`config.mk`:
```
export PLATFORM = sky130hd
export DESIGN_NAME = plob_divider
export DESIGN_NICKNAME = d
export VERILOG_FILES = /design/src/rtl/plob_pkg.sv /design/src/rtl/plob_divider.sv
export SDC_FILE = /design/constraint.sdc
export NUM_CORES = 1
export LEC_CHECK = 0
export ABC_AREA = 1
export BUFFER_PORTS_ARGS = -buffer_cell sky130_fd_sc_hd__clkbuf_2
export CAP_MARGIN = 30
export CORE_UTILIZATION = 45
export DETAILED_ROUTE_END_ITERATION = 10
export GPL_ROUTABILITY_DRIVEN = 0
export PLACE_DENSITY = 0.77
export SYNTH_ARGS = -nofsm -noshare
export SYNTH_HDL_FRONTEND = slang
export SYNTH_SLANG_ARGS = --single-unit
```
`constraint.sdc`:
```
create_clock -name clk_i -period 5.85 [get_ports clk_i]
set_input_delay 1.17 -clock clk_i [delete_from_list [all_inputs] [get_ports clk_i]]
set_output_delay 1.17 -clock clk_i [all_outputs]
set_load 0.005 [all_outputs]
```
`src/rtl/plob_pkg.sv`:
```
// Package: shared types and constants of the price-level order book core.
package plob_pkg;

  localparam int unsigned MaxLevels = 64;
  localparam int unsigned IdxW      = $clog2(MaxLevels);
  localparam int unsigned CntW      = $clog2(MaxLevels + 1);
  localparam int unsigned PxW       = 24;
  localparam int unsigned SzW       = 32;
  localparam int unsigned SeqW      = 48;
  localparam int unsigned QtyW      = 40;
  localparam int unsigned ValW      = 62;
  localparam int unsigned UsedW     = 7;

  typedef enum logic [2:0] {
    KIND_UPDATE = 3'd0,
    KIND_CLEAR  = 3'd1,
    KIND_APPEND = 3'd2,
    KIND_DEPTH  = 3'd3,
    KIND_WALK   = 3'd4
  } kind_e;

  typedef enum logic [3:0] {
    ST_IDLE,
    ST_SCAN,
    ST_SCAN_WAIT,
    ST_SHIFT,
    ST_SHIFT_WAIT,
    ST_QUERY,
    ST_QUERY_WAIT,
    ST_DIV,
    ST_TOPS,
    ST_TOPS_WAIT,
    ST_OUT
  } state_e;

  // memory access from the control unit
  typedef struct packed {
    logic            rd_en;
    logic            rd_ask;
    logic [IdxW-1:0] rd_addr;
    logic            wr_en;
    logic            wr_ask;
    logic [IdxW-1:0] wr_addr;
    logic [PxW-1:0]  wr_px;
    logic [SzW-1:0]  wr_sz;
  } mem_req_t;

endpackage

```
`src/rtl/plob_divider.sv`:
```
// Divider: restoring radix-2 unsigned divide of the walk cost by the filled size.
module plob_divider (
  input  logic                      clk_i,
  input  logic                      rst_ni,
  input  logic                      start_i,
  input  logic [71:0]               num_i,
  input  logic [plob_pkg::QtyW-1:0] den_i,
  output logic                      done_o,
  output logic [71:0]               quo_o
);
  logic [71:0]               quo_q, quo_d;
  logic [plob_pkg::QtyW:0]   rem_q, rem_d;
  logic [plob_pkg::QtyW-1:0] den_q;
  logic [6:0]                cnt_q, cnt_d;
  logic                      busy_q, busy_d;
  logic [plob_pkg::QtyW:0]   trial;

  always_comb begin
    quo_d  = quo_q;
    rem_d  = rem_q;
    cnt_d  = cnt_q;
    busy_d = busy_q;
    trial  = {rem_q[plob_pkg::QtyW-1:0], quo_q[71]};
    if (start_i) begin
      quo_d  = num_i;
      rem_d  = '0;
      cnt_d  = 7'd72;
      busy_d = 1'b1;
    end else if (busy_q) begin
      quo_d = {quo_q[70:0], 1'b0};
      if (trial >= {1'b0, den_q}) begin
        rem_d    = trial - {1'b0, den_q};
        quo_d[0] = 1'b1;
      end else begin
        rem_d = trial;
      end
      cnt_d = cnt_q - 7'd1;
      if (cnt_q == 7'd1) busy_d = 1'b0;
    end
  end

  always_ff @(posedge clk_i or negedge rst_ni) begin
    if (!rst_ni) begin
      busy_q <= 1'b0;
      cnt_q  <= '0;
    end else begin
      busy_q <= busy_d;
      cnt_q  <= cnt_d;
    end
  end

  always_ff @(posedge clk_i) begin
    quo_q <= quo_d;
    rem_q <= rem_d;
    if (start_i) den_q <= den_i;
  end

  assign done_o = busy_q && (cnt_q == 7'd1);
  assign quo_o  = quo_d;
endmodule

```
==> metrics.txt <==
Ports=188; Slew Viols, Final=0; post-synthesis cell area=9410 um^2; M1 WL=10.7 mm; Pint=0.00218 W; worst-path fanout max=26; most common cell in the netlist=nand2_1; FFs w/ async S/R, synth=5.00%; die width=147 um; Worst Setup End Kind=output pin; Vias/cell=5.15; Setup WS pre-CTS=1790 ps; die height=147 um; Detailed Place HPWL=19.5 mm; Clock transition at path regs=80 ps; met2 routed WL=12.5 mm; Synth Net Count=1,507; CTS H-tree lvls=4; initial antenna violation count=0; Least-Margin Pin Slew=694 ps; Non-Filler Instances=1,805; DR top layer=met4; DRC=0; via count=9,292; Num CTS Buffers=17; CTS tree=done; largest net degree at the start of global routing=71; Netlist cell types=37; Yosys top cell by area=dfxtp_1; Die ar.=21,500 um^2; Pwr Density=299 nW/um^2; final hold vios=0; cells along the critical path=inv_1 -> ha_1 -> nand2_1 -> nor2_1 -> nand2_1 -> nor2_2 -> nand3_1 -> nand2_1 -> nor2_2 -> buf_4 -> nand2_4 -> inv_2 -> o21ai_0 -> clkbuf_2; Max Cap Viol=0; vias in the first global route=9,023; Post-synth EDFFs=40; Yosys reg bits=160; f_max=0.233 GHz; share of cells above drive strength 1=16.7%; Final min period=4290 ps; DRT Pass-1 Iters=5; total global routing overflow=0; hold-fix buffer count after cts=0; HP Class=reg -> reg; CP dominant cell by count=nand2_1; Worst path slowest cell=ha_1; DRT iter0 DRCs=608; post-route setup TNS=0 ps; synthesis-to-finish area growth=19.4%; Synth top area share=23.8%; Ys Warns=0; Initial Util=46.2%; RSZ-0062 raised after global routing=no; Final WS setup=1560 ps; post-CTS sizing=0; Worst path max stage delay=360 ps; final wirelength=26.2 mm; CTS root buffer=clkbuf_16; dpl cells=1,773; sequential area share after synthesis=38.7%; Clock Skews=12.7 ps; ANT cells=0; setup bufs post-CTS=0; relative slew slack=53.7%; Worst IR Drop VDD=0.213 mV; P_leak=6.06 nW; sw frac=34.9%; gr usage total=24.9%; Post-Route Utilization=55.2%; Post-synth top flop=dfxtp_1; Final period util=73.3%; Syn Area/Cell=6.97 um^2; clock share of power=35.4%; Startpoint Class=register; maximum clock insertion buffer count=2; Pwr Total=0.00335 W; Worst Path Arrival=3120 ps; clk sink count=160; combinational power share=25.7%; Synth area leaders=dfxtp_1 24%, nand2_1 17%, edfxtp_1 13%; clock latency on the worst-skew pair=450 ps; CP Data Required Time=4680 ps; nets=1,680; Crit Path Category=reg -> out; Switch Pwr=0.00117 W; Commonest cells post-synth=422 x nand2_1, 252 x inv_1, 112 x dfxtp_1; buffers added on ports=187; sequential power share=38.8%; mean routed wirelength per cell=14.5 um; Synth Instances=1,349; Core Area=20,400 um^2; routed wl met3=2.11 mm; Final ANT Viol Nets=0; total number of placement rows=52; status=finished, final reports clean; Final Setup Violations=0; first-pass GRT wire length=42.5 mm
## cell families after synthesis
group           Yosys count  synth area share, %
fa+ha+maj                43                 5.80
xor+xnor                 20                 1.86
compound gates          142                 10.6
simple gates            682                 30.7
flops                   160                 38.7
buf+inv                 302                 12.3
## flip-flops by register name (all words and copies together) (netlist names)
register,count
quo_q,72
den_q,40
rem_q,40
cnt_q,7
busy_q,1
## final cells by class
type	count	area, um^2
Clock buffer	17	425
Clock inverter	15	208
Fill cell	1947	9130
Inverter	261	980
Multi-Input combinational cell	887	4610
Sequential cell	160	3640
Tap cell	270	338
Timing Repair Buffer	195	1030
## power groups by stage
stage / Combinational (W) / Clock, W / Sequential (W)
6_report: 0.000863 / 0.00119 / 0.00130
5_1_grt: 0.000973 / 0.00125 / 0.00131
4_1_cts: 0.000856 / 0.00121 / 0.00130
3_5_place_dp: 0.000849 / 0 / 0.00133
3_3_place_gp: 0.000835 / 0 / 0.00132
2_1_floorplan: 0.000601 / 0 / 0.00131
## worst paths after layout
path                       depth (start not counted)      start  slack (ps)   endpoint
hold / removal                                     2   rem_q[1]         500   rem_q[1]
max in group asynchronous                          1     rst_ni        5100   cnt_q[4]
setup reg to reg                                  15  den_q[28]        2910  rem_q[37]
setup / recovery                                  14  den_q[28]        1560   quo_o[0]
hold reg to reg                                    2   rem_q[1]         500   rem_q[1]
min in group asynchronous                          1     rst_ni         560   cnt_q[1]
## per-stage QoR
| step | hold slack, ps | cell area, um^2 |
|---|---|---|
| after floorplan | 453 | 9410 |
| after global placement | 481 | 10500 |
| after detailed placement | 490 | 10600 |
| after CTS | 504 | 11200 |
| after global routing | 532 | 11200 |
| final | 505 | 11200 |
## worst max-delay path: cells and delay by family (launching register included)
kind	cells	cell delay, ps
adder cells (fa/ha/maj)	1	360
buffers and inverters	4	610
AO/OA/AOI/OAI	1	230
AND/OR/NAND/NOR	8	1120
flip-flops	1	340
## layer usage
| layer | vias up | global-route usage (%) |
|---|---|---|
| li1 | 4688 | - |
| met2 | 352 | 43.2 |
| met3 | 58 | 6.75 |
| met5 | - | 0 |
| met1 | 4194 | 28.4 |
| met4 | 0 | 11.3 |
## cells in the final DEF (no fill, tap or decap), drive strengths merged
cell type / count
nand3b: 3
inv: 271
or2: 2
ha: 42
a22oi: 1
o221ai: 70
clkinv: 4
nor2: 109
edfxtp: 40
clkbuf: 203
o211ai: 1
o21a: 3
nand3: 99
o21bai: 4
dfxtp: 112
fa: 1
bufinv: 1
dfrtp: 8
o22ai: 1
o21ai: 22
nand4: 33
and2: 1
a21o: 1
buf: 9
xor2: 20
a21oi: 39
nand2: 426
nor4: 2
nor3: 7
Note: power is estimated with default switching activity, not from simulation.
